File: config.mk
export PLATFORM = sky130hd
export DESIGN_NAME = three_wire_rtc_serial_master_unit
export DESIGN_NICKNAME = d
export VERILOG_FILES = /design/src/hdl/rtc3w_pkg.sv /design/src/hdl/rtc3w_front.sv /design/src/hdl/rtc3w_back.sv /design/src/hdl/three_wire_rtc_serial_master_unit.sv
export VERILOG_INCLUDE_DIRS = /design/src /design/src/hdl
export SDC_FILE = /design/constraint.sdc
export NUM_CORES = 1
export LEC_CHECK = 0
export ABC_AREA = 1
export BUFFER_PORTS_ARGS = -buffer_cell sky130_fd_sc_hd__buf_2
export CAP_MARGIN = 5
export CORE_MARGIN = 5
export CORE_UTILIZATION = 40
export CTS_CLUSTER_DIAMETER = 150
export CTS_CLUSTER_SIZE = 20
export DETAILED_ROUTE_END_ITERATION = 12
export SLEW_MARGIN = 5
export SYNTH_ARGS = -nofsm -noshare
export SYNTH_HDL_FRONTEND = slang
export SYNTH_SLANG_ARGS = --single-unit
File: constraint.sdc
create_clock -name clk -period 10.4 [get_ports clk]
set_input_delay 1.04 -clock clk [delete_from_list [all_inputs] [get_ports clk]]
set_output_delay 1.04 -clock clk [all_outputs]
set_load 0.005 [all_outputs]
File: src/hdl/three_wire_rtc_serial_master_unit_macros.svh
// ----------------------------------------------------------------------------
// three-wire rtc serial master assertion macros
// shared property forms, clocked on clk and disabled while rst_n is low
// ----------------------------------------------------------------------------
`ifndef THREE_WIRE_RTC_SERIAL_MASTER_UNIT_MACROS_SVH
`define THREE_WIRE_RTC_SERIAL_MASTER_UNIT_MACROS_SVH

// same-cycle implication
`define RTC3W_ASSERT_IMPLY(label, ante, cons, msg) \
    label: assert property (@(posedge clk) disable iff (!rst_n) (ante) |-> (cons)) \
        else $error(msg);

// next-cycle implication
`define RTC3W_ASSERT_NEXT(label, ante, cons, msg) \
    label: assert property (@(posedge clk) disable iff (!rst_n) (ante) |=> (cons)) \
        else $error(msg);

`endif

File: src/hdl/rtc3w_pkg.sv
// ----------------------------------------------------------------------------
// rtc3w_pkg
// types, codes and helpers shared by the three-wire rtc serial master
// ----------------------------------------------------------------------------
package rtc3w_pkg;

    localparam int MAX_BURST_DEF = 32;
    localparam int QUEUE_DEPTH   = 2;
    localparam int CFG_ADDR_W    = 4;

    localparam logic [1:0] OP_TICK  = 2'd0;
    localparam logic [1:0] OP_START = 2'd1;
    localparam logic [1:0] OP_PUSH  = 2'd2;

    localparam logic [1:0] REG_HALF_BIT     = 2'd0;
    localparam logic [1:0] REG_BYTE_GAP     = 2'd1;
    localparam logic [1:0] REG_ENABLE_SETUP = 2'd2;

    localparam logic [7:0] HALF_BIT_RESET     = 8'd5;
    localparam logic [7:0] BYTE_GAP_RESET     = 8'd2;
    localparam logic [7:0] ENABLE_SETUP_RESET = 8'd4;

    localparam logic [7:0] CMD_WRITE_SET = 8'h80;
    localparam logic [7:0] CMD_READ_SET  = 8'h81;

    typedef enum logic [2:0] {
        PH_IDLE,
        PH_SETUP,
        PH_WLOW,
        PH_WHIGH,
        PH_GAP,
        PH_RLOW,
        PH_RHIGH,
        PH_CLOSE
    } phase_t;

    typedef enum logic [1:0] {
        KIND_TICK,
        KIND_START,
        KIND_PUSH,
        KIND_NOP
    } kind_t;

    typedef struct packed {
        kind_t       kind;
        logic        sio_in;
        logic [7:0]  command;
        logic        read_not_write;
        logic [4:0]  length;
        logic [7:0]  write_byte;
    } item_t;

    typedef struct packed {
        logic [7:0] half_bit_ticks;
        logic [7:0] byte_gap_ticks;
        logic [7:0] enable_setup_ticks;
    } cfg_t;

    typedef struct packed {
        logic       serial_clock;
        logic       chip_enable;
        logic       sio_out;
        logic       sio_drive;
        logic [7:0] read_data;
        logic       read_valid;
        logic       read_last;
        logic       busy_res;
    } result_t;

    function automatic logic [7:0] at_least_one(input logic [7:0] v);
        return (v == 8'd0) ? 8'd1 : v;
    endfunction

    function automatic logic [7:0] minus_one(input logic [7:0] v);
        return (v > 8'd1) ? (v - 8'd1) : 8'd1;
    endfunction

endpackage

File: src/hdl/rtc3w_front.sv
// ----------------------------------------------------------------------------
// rtc3w_front
// accepts stream words, decodes them into items and queues them for the back
// ----------------------------------------------------------------------------
module rtc3w_front #(
    parameter int MAX_BURST = rtc3w_pkg::MAX_BURST_DEF
) (
    input  logic            clk,
    input  logic            rst_n,
    input  logic            s_tvalid,
    output logic            s_tready,
    // sio_in, command_address[7:0], read_not_write, byte_count[4:0],
    // write_byte[7:0], zero pad
    input  logic [23:0]     s_tdata,
    // op[1:0]
    input  logic [1:0]      s_tuser,
    output logic            q_valid,
    output rtc3w_pkg::item_t q_item,
    input  logic            q_pop
);
    import rtc3w_pkg::*;

    localparam int PW = (QUEUE_DEPTH > 1) ? $clog2(QUEUE_DEPTH) : 1;
    localparam int CW = $clog2(QUEUE_DEPTH + 1);

    item_t           item_in;
    logic [4:0]      count_in;
    logic            rnw_in;
    logic            push;

    item_t           q_mem_reg [QUEUE_DEPTH];
    logic [PW-1:0]   wr_ptr_reg, wr_ptr_next;
    logic [PW-1:0]   rd_ptr_reg, rd_ptr_next;
    logic [CW-1:0]   count_reg, count_next;

    // decode the word into an item
    always_comb
    begin
        rnw_in   = s_tdata[9];
        count_in = s_tdata[14:10];
        case (s_tuser)
            OP_TICK:  item_in.kind = KIND_TICK;
            OP_START: item_in.kind = KIND_START;
            OP_PUSH:  item_in.kind = KIND_PUSH;
            default:  item_in.kind = KIND_NOP;
        endcase
        item_in.sio_in         = s_tdata[0];
        item_in.command        = s_tdata[8:1] | (rnw_in ? CMD_READ_SET : CMD_WRITE_SET);
        item_in.read_not_write = rnw_in;
        // writes are capped at the buffer depth
        if (!rnw_in && (int'(count_in) > MAX_BURST))
            item_in.length = 5'(MAX_BURST);
        else
            item_in.length = count_in;
        item_in.write_byte     = s_tdata[22:15];
    end

    assign s_tready = (count_reg != CW'(QUEUE_DEPTH));
    assign push     = s_tvalid && s_tready;
    assign q_valid  = (count_reg != '0);
    assign q_item   = q_mem_reg[rd_ptr_reg];

    always_comb
    begin
        wr_ptr_next = wr_ptr_reg;
        rd_ptr_next = rd_ptr_reg;
        count_next  = count_reg;
        if (push)
            wr_ptr_next = (wr_ptr_reg == PW'(QUEUE_DEPTH - 1)) ? '0 : wr_ptr_reg + 1'b1;
        if (q_pop)
            rd_ptr_next = (rd_ptr_reg == PW'(QUEUE_DEPTH - 1)) ? '0 : rd_ptr_reg + 1'b1;
        if (push && !q_pop)
            count_next = count_reg + 1'b1;
        else if (!push && q_pop)
            count_next = count_reg - 1'b1;
    end

    always_ff @(posedge clk or negedge rst_n)
    begin
        if (!rst_n)
        begin
            wr_ptr_reg <= '0;
            rd_ptr_reg <= '0;
            count_reg  <= '0;
        end
        else
        begin
            wr_ptr_reg <= wr_ptr_next;
            rd_ptr_reg <= rd_ptr_next;
            count_reg  <= count_next;
        end
    end

    always_ff @(posedge clk)
    begin
        if (push)
            q_mem_reg[wr_ptr_reg] <= item_in;
    end

endmodule

File: src/hdl/rtc3w_back.sv
// ----------------------------------------------------------------------------
// rtc3w_back
// pin sequencer, write byte buffer and registered result stage
// ----------------------------------------------------------------------------
module rtc3w_back #(
    parameter int MAX_BURST = rtc3w_pkg::MAX_BURST_DEF
) (
    input  logic               clk,
    input  logic               rst_n,
    input  rtc3w_pkg::cfg_t    cfg,
    input  logic               q_valid,
    input  rtc3w_pkg::item_t   q_item,
    output logic               q_pop,
    output logic               m_tvalid,
    input  logic               m_tready,
    output rtc3w_pkg::result_t res
);
    import rtc3w_pkg::*;

    localparam int AW = (MAX_BURST > 1) ? $clog2(MAX_BURST) : 1;
    localparam int FW = $clog2(MAX_BURST + 1);

    phase_t        phase_reg, phase_next;
    logic [7:0]    timer_reg, timer_next;
    logic [2:0]    bit_reg, bit_next;
    logic [5:0]    done_reg, done_next;
    logic [7:0]    shifter_reg, shifter_next;
    logic          is_read_reg, is_read_next;
    logic [4:0]    len_reg, len_next;
    logic [FW-1:0] fill_reg, fill_next;
    logic          in_cmd_reg, in_cmd_next;
    logic          sclk_reg, sclk_next;
    logic          ce_reg, ce_next;
    logic          sio_reg, sio_next;
    logic          drive_reg, drive_next;

    logic          out_valid_reg, out_valid_next;
    result_t       res_reg;
    result_t       res_next;

    logic [7:0]    buf_mem [MAX_BURST];
    logic [7:0]    buf_q;
    logic [6:0]    buf_addr;
    logic          buf_we;

    logic          go_wlow, go_rlow, go_gap, go_close;
    logic          next_wbyte, next_rbyte;
    logic          rd_valid, rd_last;
    logic [7:0]    rd_data;
    logic [5:0]    len6;

    assign q_pop    = q_valid && (!out_valid_reg || m_tready);
    assign m_tvalid = out_valid_reg;
    assign res      = res_reg;
    assign len6     = {1'b0, len_reg};

    // prefetch the byte that the next byte boundary will load
    assign buf_addr = {1'b0, done_reg} + (in_cmd_reg ? 7'd0 : 7'd1);

    always_comb
    begin
        phase_next   = phase_reg;
        timer_next   = timer_reg;
        bit_next     = bit_reg;
        done_next    = done_reg;
        shifter_next = shifter_reg;
        is_read_next = is_read_reg;
        len_next     = len_reg;
        fill_next    = fill_reg;
        in_cmd_next  = in_cmd_reg;
        sclk_next    = sclk_reg;
        ce_next      = ce_reg;
        sio_next     = sio_reg;
        drive_next   = drive_reg;
        go_wlow      = 1'b0;
        go_rlow      = 1'b0;
        go_gap       = 1'b0;
        go_close     = 1'b0;
        next_wbyte   = 1'b0;
        next_rbyte   = 1'b0;
        buf_we       = 1'b0;
        rd_valid     = 1'b0;
        rd_last      = 1'b0;
        rd_data      = 8'd0;

        if (q_pop)
        begin
            case (q_item.kind)
                KIND_TICK:
                begin
                    if (phase_reg != PH_IDLE)
                    begin
                        if (timer_reg > 8'd1)
                            timer_next = timer_reg - 8'd1;
                        else
                        begin
                            case (phase_reg)
                                PH_SETUP: go_wlow = 1'b1;
                                PH_WLOW:
                                begin
                                    sclk_next  = 1'b1;
                                    timer_next = at_least_one(cfg.half_bit_ticks);
                                    phase_next = PH_WHIGH;
                                end
                                PH_WHIGH:
                                begin
                                    shifter_next = {1'b0, shifter_reg[7:1]};
                                    bit_next     = bit_reg + 3'd1;
                                    if (bit_reg != 3'd7)
                                        go_wlow = 1'b1;
                                    else if (in_cmd_reg)
                                    begin
                                        in_cmd_next = 1'b0;
                                        if (is_read_reg)
                                            next_rbyte = 1'b1;
                                        else
                                            next_wbyte = 1'b1;
                                    end
                                    else
                                    begin
                                        done_next  = done_reg + 6'd1;
                                        next_wbyte = 1'b1;
                                    end
                                end
                                PH_GAP:
                                begin
                                    if (is_read_reg)
                                        go_rlow = 1'b1;
                                    else
                                        go_wlow = 1'b1;
                                end
                                PH_RLOW:
                                begin
                                    shifter_next = {q_item.sio_in, shifter_reg[7:1]};
                                    sclk_next    = 1'b1;
                                    timer_next   = minus_one(cfg.half_bit_ticks);
                                    phase_next   = PH_RHIGH;
                                end
                                PH_RHIGH:
                                begin
                                    bit_next = bit_reg + 3'd1;
                                    if (bit_reg != 3'd7)
                                        go_rlow = 1'b1;
                                    else
                                    begin
                                        rd_valid   = 1'b1;
                                        rd_data    = shifter_reg;
                                        rd_last    = (done_reg == len6);
                                        done_next  = done_reg + 6'd1;
                                        next_rbyte = 1'b1;
                                    end
                                end
                                default: phase_next = PH_IDLE;
                            endcase
                        end
                    end
                end
                KIND_START:
                begin
                    if (phase_reg == PH_IDLE)
                    begin
                        is_read_next = q_item.read_not_write;
                        len_next     = q_item.length;
                        shifter_next = q_item.command;
                        bit_next     = 3'd0;
                        done_next    = 6'd0;
                        in_cmd_next  = 1'b1;
                        sclk_next    = 1'b0;
                        ce_next      = 1'b1;
                        if (!q_item.read_not_write)
                        begin
                            fill_next = '0;
                            go_wlow   = 1'b1;
                        end
                        else if (cfg.enable_setup_ticks == 8'd0)
                            go_wlow = 1'b1;
                        else
                        begin
                            timer_next = cfg.enable_setup_ticks;
                            phase_next = PH_SETUP;
                        end
                    end
                end
                KIND_PUSH:
                begin
                    if ((phase_reg == PH_IDLE) && (fill_reg < FW'(MAX_BURST)))
                    begin
                        buf_we    = 1'b1;
                        fill_next = fill_reg + 1'b1;
                    end
                end
                default:
                begin
                end
            endcase
        end

        // byte boundary decisions
        if (next_wbyte)
        begin
            if (done_next < len6)
            begin
                shifter_next = buf_q;
                bit_next     = 3'd0;
                go_gap       = 1'b1;
            end
            else
                go_close = 1'b1;
        end
        if (next_rbyte)
        begin
            shifter_next = 8'd0;
            bit_next     = 3'd0;
            if (done_next < len6)
                go_gap = 1'b1;
            else if (done_next == len6)
                go_rlow = 1'b1;
            else
                go_close = 1'b1;
        end

        // a zero gap falls straight through to the next bit
        if (go_gap)
        begin
            if (cfg.byte_gap_ticks == 8'd0)
            begin
                if (is_read_reg)
                    go_rlow = 1'b1;
                else
                    go_wlow = 1'b1;
            end
            else
            begin
                timer_next = cfg.byte_gap_ticks;
                phase_next = PH_GAP;
            end
        end

        if (go_wlow)
        begin
            sclk_next  = 1'b0;
            drive_next = 1'b1;
            sio_next   = shifter_next[0];
            timer_next = minus_one(cfg.half_bit_ticks);
            phase_next = PH_WLOW;
        end
        if (go_rlow)
        begin
            sclk_next  = 1'b0;
            drive_next = 1'b0;
            timer_next = at_least_one(cfg.half_bit_ticks);
            phase_next = PH_RLOW;
        end
        if (go_close)
        begin
            ce_next    = 1'b0;
            timer_next = {1'b0, cfg.enable_setup_ticks[7:1]};
            phase_next = (cfg.enable_setup_ticks[7:1] == 7'd0) ? PH_IDLE : PH_CLOSE;
        end

        res_next.serial_clock = sclk_next;
        res_next.chip_enable  = ce_next;
        res_next.sio_out      = sio_next;
        res_next.sio_drive    = drive_next;
        res_next.read_data    = rd_data;
        res_next.read_valid   = rd_valid;
        res_next.read_last    = rd_last;
        res_next.busy_res     = (phase_next != PH_IDLE);

        if (q_pop)
            out_valid_next = 1'b1;
        else if (m_tready)
            out_valid_next = 1'b0;
        else
            out_valid_next = out_valid_reg;
    end

    always_ff @(posedge clk or negedge rst_n)
    begin
        if (!rst_n)
        begin
            phase_reg     <= PH_IDLE;
            timer_reg     <= 8'd0;
            bit_reg       <= 3'd0;
            done_reg      <= 6'd0;
            shifter_reg   <= 8'd0;
            is_read_reg   <= 1'b0;
            len_reg       <= 5'd0;
            fill_reg      <= '0;
            in_cmd_reg    <= 1'b0;
            sclk_reg      <= 1'b0;
            ce_reg        <= 1'b0;
            sio_reg       <= 1'b0;
            drive_reg     <= 1'b0;
            out_valid_reg <= 1'b0;
        end
        else
        begin
            phase_reg     <= phase_next;
            timer_reg     <= timer_next;
            bit_reg       <= bit_next;
            done_reg      <= done_next;
            shifter_reg   <= shifter_next;
            is_read_reg   <= is_read_next;
            len_reg       <= len_next;
            fill_reg      <= fill_next;
            in_cmd_reg    <= in_cmd_next;
            sclk_reg      <= sclk_next;
            ce_reg        <= ce_next;
            sio_reg       <= sio_next;
            drive_reg     <= drive_next;
            out_valid_reg <= out_valid_next;
        end
    end

    always_ff @(posedge clk)
    begin
        if (q_pop)
            res_reg <= res_next;
    end

    // write buffer, one write port and one registered read port
    always_ff @(posedge clk)
    begin
        if (buf_we)
            buf_mem[fill_reg[AW-1:0]] <= q_item.write_byte;
        if (buf_addr < 7'(MAX_BURST))
            buf_q <= buf_mem[buf_addr[AW-1:0]];
        else
            buf_q <= 8'd0;
    end

endmodule

File: src/hdl/three_wire_rtc_serial_master_unit.sv
// ----------------------------------------------------------------------------
// three_wire_rtc_serial_master_unit: tick driven three-wire rtc link master
// an accepted word is queued, then registered in the result stage as its result word
// throughput 1 word per cycle while the result sink is not stalling, one result word per input word
// reset: pins low, data pin released, config at defaults, buffer contents undefined
// ----------------------------------------------------------------------------
`include "three_wire_rtc_serial_master_unit_macros.svh"

module three_wire_rtc_serial_master_unit #(
    parameter int MAX_BURST = rtc3w_pkg::MAX_BURST_DEF
) (
    input  logic                           clk,
    input  logic                           rst_n,
    input  logic                           s_tvalid,
    output logic                           s_tready,
    // sio_in, command_address[7:0], read_not_write, byte_count[4:0],
    // write_byte[7:0], zero pad
    input  logic [23:0]                    s_tdata,
    // op[1:0]
    input  logic [1:0]                     s_tuser,
    output logic                           m_tvalid,
    input  logic                           m_tready,
    // serial_clock, chip_enable, sio_out, sio_drive, read_data[7:0], busy_res,
    // zero pad
    output logic [15:0]                    m_tdata,
    // read_valid
    output logic                           m_tuser,
    output logic                           m_tlast,
    input  logic                           psel,
    input  logic                           penable,
    input  logic                           pwrite,
    input  logic [rtc3w_pkg::CFG_ADDR_W-1:0] paddr,
    input  logic [31:0]                    pwdata,
    output logic [31:0]                    prdata,
    output logic                           pready
);
    import rtc3w_pkg::*;

    cfg_t    cfg_reg;
    logic    cfg_we;
    logic    q_valid;
    logic    q_pop;
    item_t   q_item;
    result_t res;

    assign pready = 1'b1;
    assign cfg_we = psel && penable && pwrite && pready;

    always_ff @(posedge clk or negedge rst_n)
    begin
        if (!rst_n)
        begin
            cfg_reg.half_bit_ticks     <= HALF_BIT_RESET;
            cfg_reg.byte_gap_ticks     <= BYTE_GAP_RESET;
            cfg_reg.enable_setup_ticks <= ENABLE_SETUP_RESET;
        end
        else if (cfg_we)
        begin
            case (paddr[3:2])
                REG_HALF_BIT:     cfg_reg.half_bit_ticks     <= pwdata[7:0];
                REG_BYTE_GAP:     cfg_reg.byte_gap_ticks     <= pwdata[7:0];
                REG_ENABLE_SETUP: cfg_reg.enable_setup_ticks <= pwdata[7:0];
                default:
                begin
                end
            endcase
        end
    end

    always_comb
    begin
        case (paddr[3:2])
            REG_HALF_BIT:     prdata = {24'd0, cfg_reg.half_bit_ticks};
            REG_BYTE_GAP:     prdata = {24'd0, cfg_reg.byte_gap_ticks};
            REG_ENABLE_SETUP: prdata = {24'd0, cfg_reg.enable_setup_ticks};
            default:          prdata = 32'd0;
        endcase
    end

    rtc3w_front #(
        .MAX_BURST (MAX_BURST)
    ) u_front (
        .clk      (clk),
        .rst_n    (rst_n),
        .s_tvalid (s_tvalid),
        .s_tready (s_tready),
        .s_tdata  (s_tdata),
        .s_tuser  (s_tuser),
        .q_valid  (q_valid),
        .q_item   (q_item),
        .q_pop    (q_pop)
    );

    rtc3w_back #(
        .MAX_BURST (MAX_BURST)
    ) u_back (
        .clk      (clk),
        .rst_n    (rst_n),
        .cfg      (cfg_reg),
        .q_valid  (q_valid),
        .q_item   (q_item),
        .q_pop    (q_pop),
        .m_tvalid (m_tvalid),
        .m_tready (m_tready),
        .res      (res)
    );

    assign m_tdata = {3'd0, res.busy_res, res.read_data, res.sio_drive, res.sio_out,
                      res.chip_enable, res.serial_clock};
    assign m_tuser = res.read_valid;
    assign m_tlast = res.read_last;

    // a full queue always has an item for the back
    `RTC3W_ASSERT_IMPLY(a_full_queue_nonempty, !s_tready, q_valid, "queue full but empty")
    // result drains when nothing is queued behind it
    `RTC3W_ASSERT_NEXT(a_result_drains, m_tvalid && m_tready && !q_valid, !m_tvalid, "stale result word")
    // a received byte never coincides with the master driving data
    `RTC3W_ASSERT_IMPLY(a_read_released, m_tvalid && m_tuser, !m_tdata[3], "read byte while driving")

endmodule

# Word-level counts from Yosys, hierarchy flattened
# Memory sizes are Yosys's and may differ from the RTL's. A register that Yosys moved wholly into a read port is not among the register bits.
# Index checks and enable logic that the tools add are counted.
dict set report op_classes {
  n_bitwise 4
  n_reduce_logical 38
  n_eq_ne 23
  muxes 147
  n_lt_le_gt_ge 5
  add_sub_neg 10
}
# operator count
set op_table {}
lappend op_table {{2-to-1 mux 8 bit} 20}
lappend op_table {{2-to-1 mux 1 bit} 77}
lappend op_table {{one-hot mux 8 bit (2 select lines)} 4}
lappend op_table {{2-to-1 mux 3 bit} 20}
lappend op_table {{2-to-1 mux 6 bit} 10}
lappend op_table {{one-hot mux 6 bit (2 select lines)} 3}
lappend op_table {{logical NOT 8 bit} 3}
lappend op_table {{one-hot mux 8 bit (3 select lines)} 1}
lappend op_table {{> comparator 8 x 1 -> 1 bit, second input constant} 2}
lappend op_table {{subtractor 8 x 1 -> 8 bit, second input constant} 2}
lappend op_table {{adder 6 x 1 -> 6 bit, second input constant} 2}
lappend op_table {{== test 6 x 5 -> 1 bit} 2}
lappend op_table {{one-hot mux 3 bit (2 select lines)} 2}
lappend op_table {{!= test 2 bit, second input constant} 5}
lappend op_table {{one-hot mux 1 bit (2 select lines)} 5}
lappend op_table {{nonzero test 2 bit} 5}
lappend op_table {{== test 3 bit, second input constant} 3}
lappend op_table {{one-hot mux 3 bit (3 select lines)} 1}
lappend op_table {{OR 8 bit} 1}
lappend op_table {{OR reduction 4 bit} 2}
lappend op_table {{adder 6 x 7 -> 7 bit} 1}
lappend op_table {{logical AND 1 bit} 7}
lappend op_table {{logical NOT 7 bit} 1}
lappend op_table {{less-than comparator 7 x 6 -> 1 bit, second input constant} 1}
lappend op_table {{27 further kinds} 47}
dict set report totals {
  in_bits 69
  memories 2
  wordCells 257
  out_inout_bits 53
  register_bits 89
  ramBits 306
}
# name depth word_bits rd rd_ports_with_merged_regs write_ports line
set memory_table {}
lappend memory_table {u_back.buf_mem 32 8 1 1 1 rtc3w_back.sv:41} ;# logic [7:0] buf_mem [MAX_BURST];
lappend memory_table {u_front.q_mem_reg 2 25 1 0 1 rtc3w_front.sv:31} ;# item_t q_mem_reg [QUEUE_DEPTH];

# Longest topological paths before layout
# Gate-level depths: netlist of run 1.
dict set report depth {
  word_depth 18
  mapped_depth 26
  ltp_nobuf 25
}

# Modules after synthesis
# From an unflattened synthesis of run 1, not the netlist that was laid out.
dict set report unflattened {
  hier_cells 1704
  hier_area_um2 18554.0
}
# module area_each_um2 instances seq_area_each_um2 cells_each
set modules_own_cells {}
lappend modules_own_cells {rtc3w_back 15149.5 1 9449.1 1422}
lappend modules_own_cells {rtc3w_front 2069.5 1 1541.5 106}
lappend modules_own_cells {three_wire_rtc_serial_master_unit 1335.0 1 605.6 176}

# Least setup slack after synthesis of run 1
# OpenSTA, ideal clock, no wires.
dict set report synth_timing {
  path_type {input to register}
  startpoint {in m_tready}
  endpoint {reg u_back.res_reg (netlist bit u_back.res[12]) (data pin)}
  n_path_buf 2
  setup_slack_ns 6.582
  setup_ns 0.262
  path_stages 21
  arrival_time_ns 3.556
  required_ns 10.138
  cell_sequence {inv_1 -> nand2_1 -> o21ai_4 -> nor2_2 -> nand2_1 -> clkbuf_1 -> nor2_1 -> nand2_1 -> nand2_1 -> inv_1 -> ha_1 -> a21o_1 -> a21oi_1 -> and2_1 -> buf_2 -> nand2_2 -> nor2_2 -> inv_2 -> or2_1 -> nand3_1 -> o21ai_1}
}
# element line
set synth_rtl {}
lappend synth_rtl {{from (decl)} three_wire_rtc_serial_master_unit.sv:22} ;# input logic m_tready,
lappend synth_rtl {{to (signal assigned)} rtc3w_back.sv:319} ;# res_reg <= res_next;
lappend synth_rtl {{to (decl)} rtc3w_back.sv:38} ;# result_t res_reg;

==> results of run 1 <==
## tightest hold or removal path: cells and delay by family, from the launching register on
kind	cells	cell delay [ns]
AO/OA/AOI/OAI	1	0.06
AND/OR/NAND/NOR	1	0.05
flip-flops	1	0.36
## layer usage
layer	vias up	share of wire [%]	GRT usage (%)
met5	-	0	0
met4	0	2.3	4.091
met3	65	5.2	2.228
met2	354	49	29.89
met1	6206	44	24.69
li1	6032	-	-
## cell usage in the layout, fill, tap and decap left out, types with 13 or more instances in the layout
master | synthesis | final
clkbuf_1 | 60 | 18
edfxtp_1 | 319 | 319
nand2_1 | 274 | 274
nand3_1 | 42 | 42
o211ai_1 | 32 | 32
inv_2 | 12 | 13
a31oi_1 | 15 | 15
buf_2 | 7 | 64
conb_1 | 2 | 28
a21oi_1 | 57 | 57
clkbuf_16 | 0 | 24
mux2i_1 | 31 | 31
o221ai_1 | 27 | 27
o32ai_1 | 40 | 40
nor2_1 | 270 | 268
o21ai_0 | 164 | 164
buf_4 | 29 | 14
dfrtp_1 | 70 | 70
ha_1 | 19 | 17
inv_1 | 117 | 117
## area by class of cell
cell class / count / area, um^2 / area share [%]
Multi-Input combinational cell: 1109 / 5839 / 29.45
Tap cell: 600 / 750.7 / 3.786
Sequential cell: 401 / 11600 / 58.48
Clock inverter: 2 / 50.05 / 0.2524
Timing Repair Buffer: 78 / 425.4 / 2.145
Inverter: 132 / 500.5 / 2.524
Clock buffer: 42 / 668.1 / 3.369
## final timing paths
| kind | end | cells after the start | slack, ns | start |
|---|---|---|---|---|
| hold / removal | cfg_reg[0]$_DFFE_PN0P_ | 2 | 0.50 | cfg_reg[0]$_DFFE_PN0P_ |
| setup reg to reg | u_back.res[0]$_DFFE_PP_ | 24 | 5.67 | u_back.timer_reg[0]$_DFF_PN0_ |
| min in group asynchronous | u_back.timer_reg[6]$_DFF_PN0_ | 1 | 0.59 | rst_n |
| setup / recovery | u_back.res[0]$_DFFE_PP_ | 24 | 5.67 | u_back.timer_reg[0]$_DFF_PN0_ |
| max in group asynchronous | cfg_reg[3]$_DFFE_PN0P_ | 1 | 9.07 | rst_n |
| hold reg to reg | cfg_reg[0]$_DFFE_PN0P_ | 2 | 0.50 | cfg_reg[0]$_DFFE_PN0P_ |
## metrics by stage
stage               cells  instance area [um^2]  worst slack [ns]  hold WS (ns)  util (%)
floorplan            1746                 18420             6.582        0.4324         -
global placement     2320                 19110             5.446        0.4682     42.11
detailed placement   2320                 19110             5.460        0.4844     42.11
CTS                  2364                 19830             5.741        0.5030     43.70
global route         2364                 19830             5.272        0.5301     43.70
finish               2364                 19830             5.666        0.4971     43.70
## power by group through the flow
| stage | Combinational (mW) | Clock [mW] | Sequential [mW] |
|---|---|---|---|
| final | 1.37 | 0.982 | 2.18 |
| after global routing | 1.53 | 1.07 | 2.20 |
| after CTS | 1.38 | 1.01 | 2.18 |
| after detailed placement | 1.38 | 0 | 2.21 |
| after global placement | 1.36 | 0 | 2.21 |
| after floorplan | 0.952 | 0 | 2.15 |
## cell families after synthesis
group                      Yosys count  synth area share [%]
muxes                               31                 1.693
other                                2               0.04098
and+or+nand+nor                    645                 14.78
AOI/OAI and AO/OA                  372                 12.69
DFF                                401                 63.28
buffers and inverters              236                 5.545
xor gates and xnor gates            14                0.6691
adders and majority gates           19                 1.297
==> impl_metrics.tcl, run 1 <==
set metrics [dict create \
    outcome "completed" \
    synth_common_cells "edfxtp_1, nand2_1, nor2_1" \
    finalClockSkew_ns 0.04348 \
    p_leak_nw 7.482 \
    slowest_stage "dfrtp_1" \
    h-tree-depth 1 \
    cts_setup_buffers 0 \
    gr-usage-all-layers_pct 17.72 \
    portBuffers 65 \
    drt_iter0_markers 1177 \
    cts_resized 0 \
    cts-root-buf "clkbuf_16" \
    worstPathRequired_ns 10.73 \
    max-vdd-ir-drop_uv 208.5 \
    nets 1834 \
    cts.sinks 401 \
    cts_buffer_depth 3 \
    clk_pin_slew_worst_paths_ns 0.11 \
    viasPerCell 5.354 \
    synth_area_per_cell_um2 10.65 \
    largest_reg_flops 256 \
    cts_buffers 24 \
    syn_inst 1720 \
    rsz0062_at_grt "false" \
    synth_most_common_cell "edfxtp_1" \
    p_int_mw 2.894 \
    fill_cells 4257 \
    grt-ovfl-total 0 \
    gp_congestion 0.9127 \
    die_w_um 224.0 \
    drtAntennaViolNets 0 \
    cp-end-kind "flop" \
    drive_gt1_share_pct 9.184 \
    cp_cell_sequence "inv_1, ha_1, inv_1, nand2_1, nand2_1, nor2_4, nand3_2, nor2_4, nand2_1, inv_1, a21oi_1, a31oi_1, o22ai_1, ha_1, and3_1, o21ai_0, and2_1, inv_1, nand4_1, nand3_1, nor2_1, nand2_1, nand2_1, nand3_1" \
    std_cell_rows 78 \
    critPathMaxStageDelay_ns 0.44 \
    vias 12660 \
    totalWireLength_um 45640 \
    dieHeight_um 224.0 \
    crit_arrival_ns 5.06 \
    tritoncts "done" \
    power_frac_seq_pct 48.1 \
    synth_edf_count 319 \
    hpwlAfterDp_um 29860 \
    path_max_fanout 14 \
    hold_viol 0 \
    holdCritPathClass "flop to flop" \
    slew_viol_final 0 \
    synth_area_leaders "edfxtp_1, dfrtp_1, nand2_1, nor2_1, o21ai_0" \
    final-setup-viol-count 0 \
    worst_pin_slew_ns 1.252 \
    cp_top_family "simple AND/OR/NAND/NOR gates" \
    start_util_pct 40.38 \
    grt_max_degree 81 \
    cellPowerDensity_mw_per_mm2 228.5 \
    ios 122 \
    route.detailed.drc 0 \
    diodes 0 \
    p_total_mw 4.531 \
    dieArea_mm2 0.05019 \
    grt_pass1_wl_um 70280 \
    power.switching_mw 1.638 \
    path_common_cell "nand2_1" \
    synthFlopType "edfxtp_1" \
    detail_route.wl_per_cell_um 19.30 \
    relSlewSlack_pct 16.33 \
    power_frac_clock_pct 21.7 \
    finalSetupTns_ns 0 \
    synth_cell_types 53 \
    ys_ff_latch 401 \
    finalCritPeriodShare_pct 45.52 \
    crit_type "flop to flop" \
    clock_latency_ns 0.59 \
    coreArea_mm2 0.04538 \
    fmax_mhz 211.3 \
    drtPass1Iterations 8 \
    grt_pass1_vias 11920 \
    cap_violations 0 \
    crit_buf_inv 4 \
    async_flop_share_pct 18.45 \
    syn2layout_area_growth_pct 8.221 \
    fin_crit_ns 4.734 \
    antenna_found_initial 0 \
    syn_area_mm2 0.01832 \
    combPwrFrac_pct 30.2 \
    switching_share_pct 36.14 \
    critPathLaunchType "flop" \
    yosysTopAreaCellShare_pct 52.28 \
    synth_warnings 0 \
    seq_area_frac_synth_pct 63.28 \
    holdBufCountCts 0 \
    synth_top_area_cell "edfxtp_1" \
]
(Power assumes the default switching activity.)
==> inputs of run 2 (changes only) <==
- clock period: 10.4 -> 4.9 ns (I/O delays scaled with it)
==> impl_metrics.tcl, run 2 (synthesized netlist as in run 1, its figures left out) <==
set metrics [dict create \
    largest_reg_flops 256 \
    clock_latency_ns 0.59 \
    final_cell_area_mm2 0.01990 \
    cts_resized 0 \
    holdCritPathClass "input pin to async pin" \
    dieArea_mm2 0.05019 \
    hold_viol 0 \
    gr-usage-all-layers_pct 17.59 \
    fin_crit_ns 4.330 \
    fill_cells 4274 \
    cts_setup_buffers 0 \
    multiInputGateArea_mm2 0.005839 \
    crit_type "flop to flop" \
    final-setup-viol-count 0 \
    grt-ovfl-total 0 \
    r2r-start "u_back.timer_reg[0]$_DFF_PN0_" \
    gp_congestion 0.9035 \
    path_max_fanout 15 \
    viasPerCell 5.343 \
    diodes 0 \
    p_total_mw 9.658 \
    dieHeight_um 224.0 \
    grt_max_degree 75 \
    drtPass1Iterations 6 \
    antenna_found_initial 0 \
    nets 1843 \
    die_w_um 224.0 \
    utilization_pct 43.85 \
    syn2layout_area_growth_pct 8.590 \
    r2r_setup_slack_ns 0.57 \
    cts_buffers 24 \
    rsz0062_at_grt "false" \
    cap_violations 0 \
    fmax_mhz 230.9 \
    drive_gt1_share_pct 9.645 \
    p_leak_nw 7.527 \
    clk_pin_slew_worst_paths_ns 0.10 \
    regArea_mm2 0.01160 \
    slew_viol_final 0 \
    finalClockSkew_ns 0.02268 \
    cts-root-buf "clkbuf_16" \
    vias 12680 \
    std_cell_rows 78 \
    cts_buffer_depth 3 \
    portBuffers 65 \
    hpwlAfterDp_um 30220 \
    drtAntennaViolNets 0 \
    tritoncts "done" \
    max-vdd-ir-drop_uv 378.9 \
    mostFrequentLayoutCell "edfxtp_1" \
    route.detailed.drc 0 \
    start_util_pct 40.38 \
    holdBufCountCts 0 \
    worstPathRequired_ns 5.21 \
    most-common-layout-cells "edfxtp_1, nand2_1, nor2_1" \
    totalWireLength_um 45590 \
    cts.sinks 401 \
    detail_route.wl_per_cell_um 19.21 \
    relSlewSlack_pct 14.39 \
    finalCritPeriodShare_pct 88.37 \
    grt_pass1_vias 11910 \
    worst_r2r_path_depth 23 \
    coreArea_mm2 0.04538 \
    drt_iter0_markers 1172 \
    cp-end-kind "flop" \
    h-tree-depth 1 \
    cellPowerDensity_mw_per_mm2 485.4 \
    outcome "completed" \
    post_dp_cell_area_mm2 0.01918 \
    critPathLaunchType "flop" \
    ios 122 \
    crit_arrival_ns 4.64 \
    reg2reg_to "u_back.res[12]$_DFFE_PP_" \
    finalSetupTns_ns 0 \
    grt_pass1_wl_um 69800 \
    worst_pin_slew_ns 1.281 \
]
-- run 2: worst max-delay path by stage --
stage | start | end | slack [ns]
floorplan | u_back.done_reg[0]$_DFF_PN0_ | u_back.res[12]$_DFFE_PP_ | 1.50
global placement | u_back.timer_reg[1]$_DFF_PN0_ | u_back.res[12]$_DFFE_PP_ | 0.71
detailed placement | u_back.timer_reg[1]$_DFF_PN0_ | u_back.res[12]$_DFFE_PP_ | 0.65
CTS | u_back.timer_reg[0]$_DFF_PN0_ | u_back.res[12]$_DFFE_PP_ | 0.64
global route | u_back.timer_reg[0]$_DFF_PN0_ | u_back.res[12]$_DFFE_PP_ | 0.24
finish | u_back.timer_reg[0]$_DFF_PN0_ | u_back.res[12]$_DFFE_PP_ | 0.57
-- run 2: area by class of cell --
| class | count | share of cell area, % |
|---|---|---|
| Multi-Input combinational cell | 1109 | 29.35 |
| Timing Repair Buffer | 87 | 2.478 |
| Clock inverter | 2 | 0.2515 |
| Tap cell | 600 | 3.773 |
| Clock buffer | 42 | 3.358 |
| Inverter | 132 | 2.515 |
| Sequential cell | 401 | 58.28 |
-- run 2: worst max-delay path, stage by stage (launching register included) --
cell	delay (ns)
dfrtp_1	0.43
inv_1	0.13
ha_1	0.27
inv_1	0.06
nand2_1	0.07
nand2_1	0.07
nor2_4	0.22
nand3_2	0.20
nor2_4	0.19
nand2_1	0.08
inv_1	0.09
a21oi_1	0.07
a31oi_1	0.14
o22ai_1	0.12
ha_1	0.30
and3_1	0.16
o21ai_0	0.07
and2_1	0.41
nand2_2	0.20
nor2_2	0.15
inv_2	0.12
or2_1	0.24
nand3_1	0.16
o21ai_1	0.11
-- run 2: stage by stage --
step / hold WS, ns / std cells / setup WS (ns)
2_1_floorplan: 0.1944 / 1746 / 1.505
3_3_place_gp: 0.4727 / 2329 / 0.7125
3_5_place_dp: 0.4812 / 2329 / 0.6549
4_1_cts: 0.05763 / 2373 / 0.6383
5_1_grt: 0.06921 / 2373 / 0.2358
6_report: 0.07915 / 2373 / 0.5697
-- run 2: power by group --
group          internal [mW]  leakage [nW]  switching, mW
Clock                  0.950         0.338           1.13
Sequential              4.37          3.90          0.262
Combinational          0.833          3.28           2.11
Total                   6.15          7.53           3.50
-- run 2: per-layer routing --
| metal | track usage, % | routed length [um] | vias up |
|---|---|---|---|
| li1 | - | - | 6057 |
| met1 | 24.27 | 19920 | 6184 |
| met2 | 29.90 | 22270 | 370 |
| met3 | 2.136 | 2365 | 68 |
| met4 | 4.269 | 1038 | 0 |
| met5 | 0 | 0 | - |
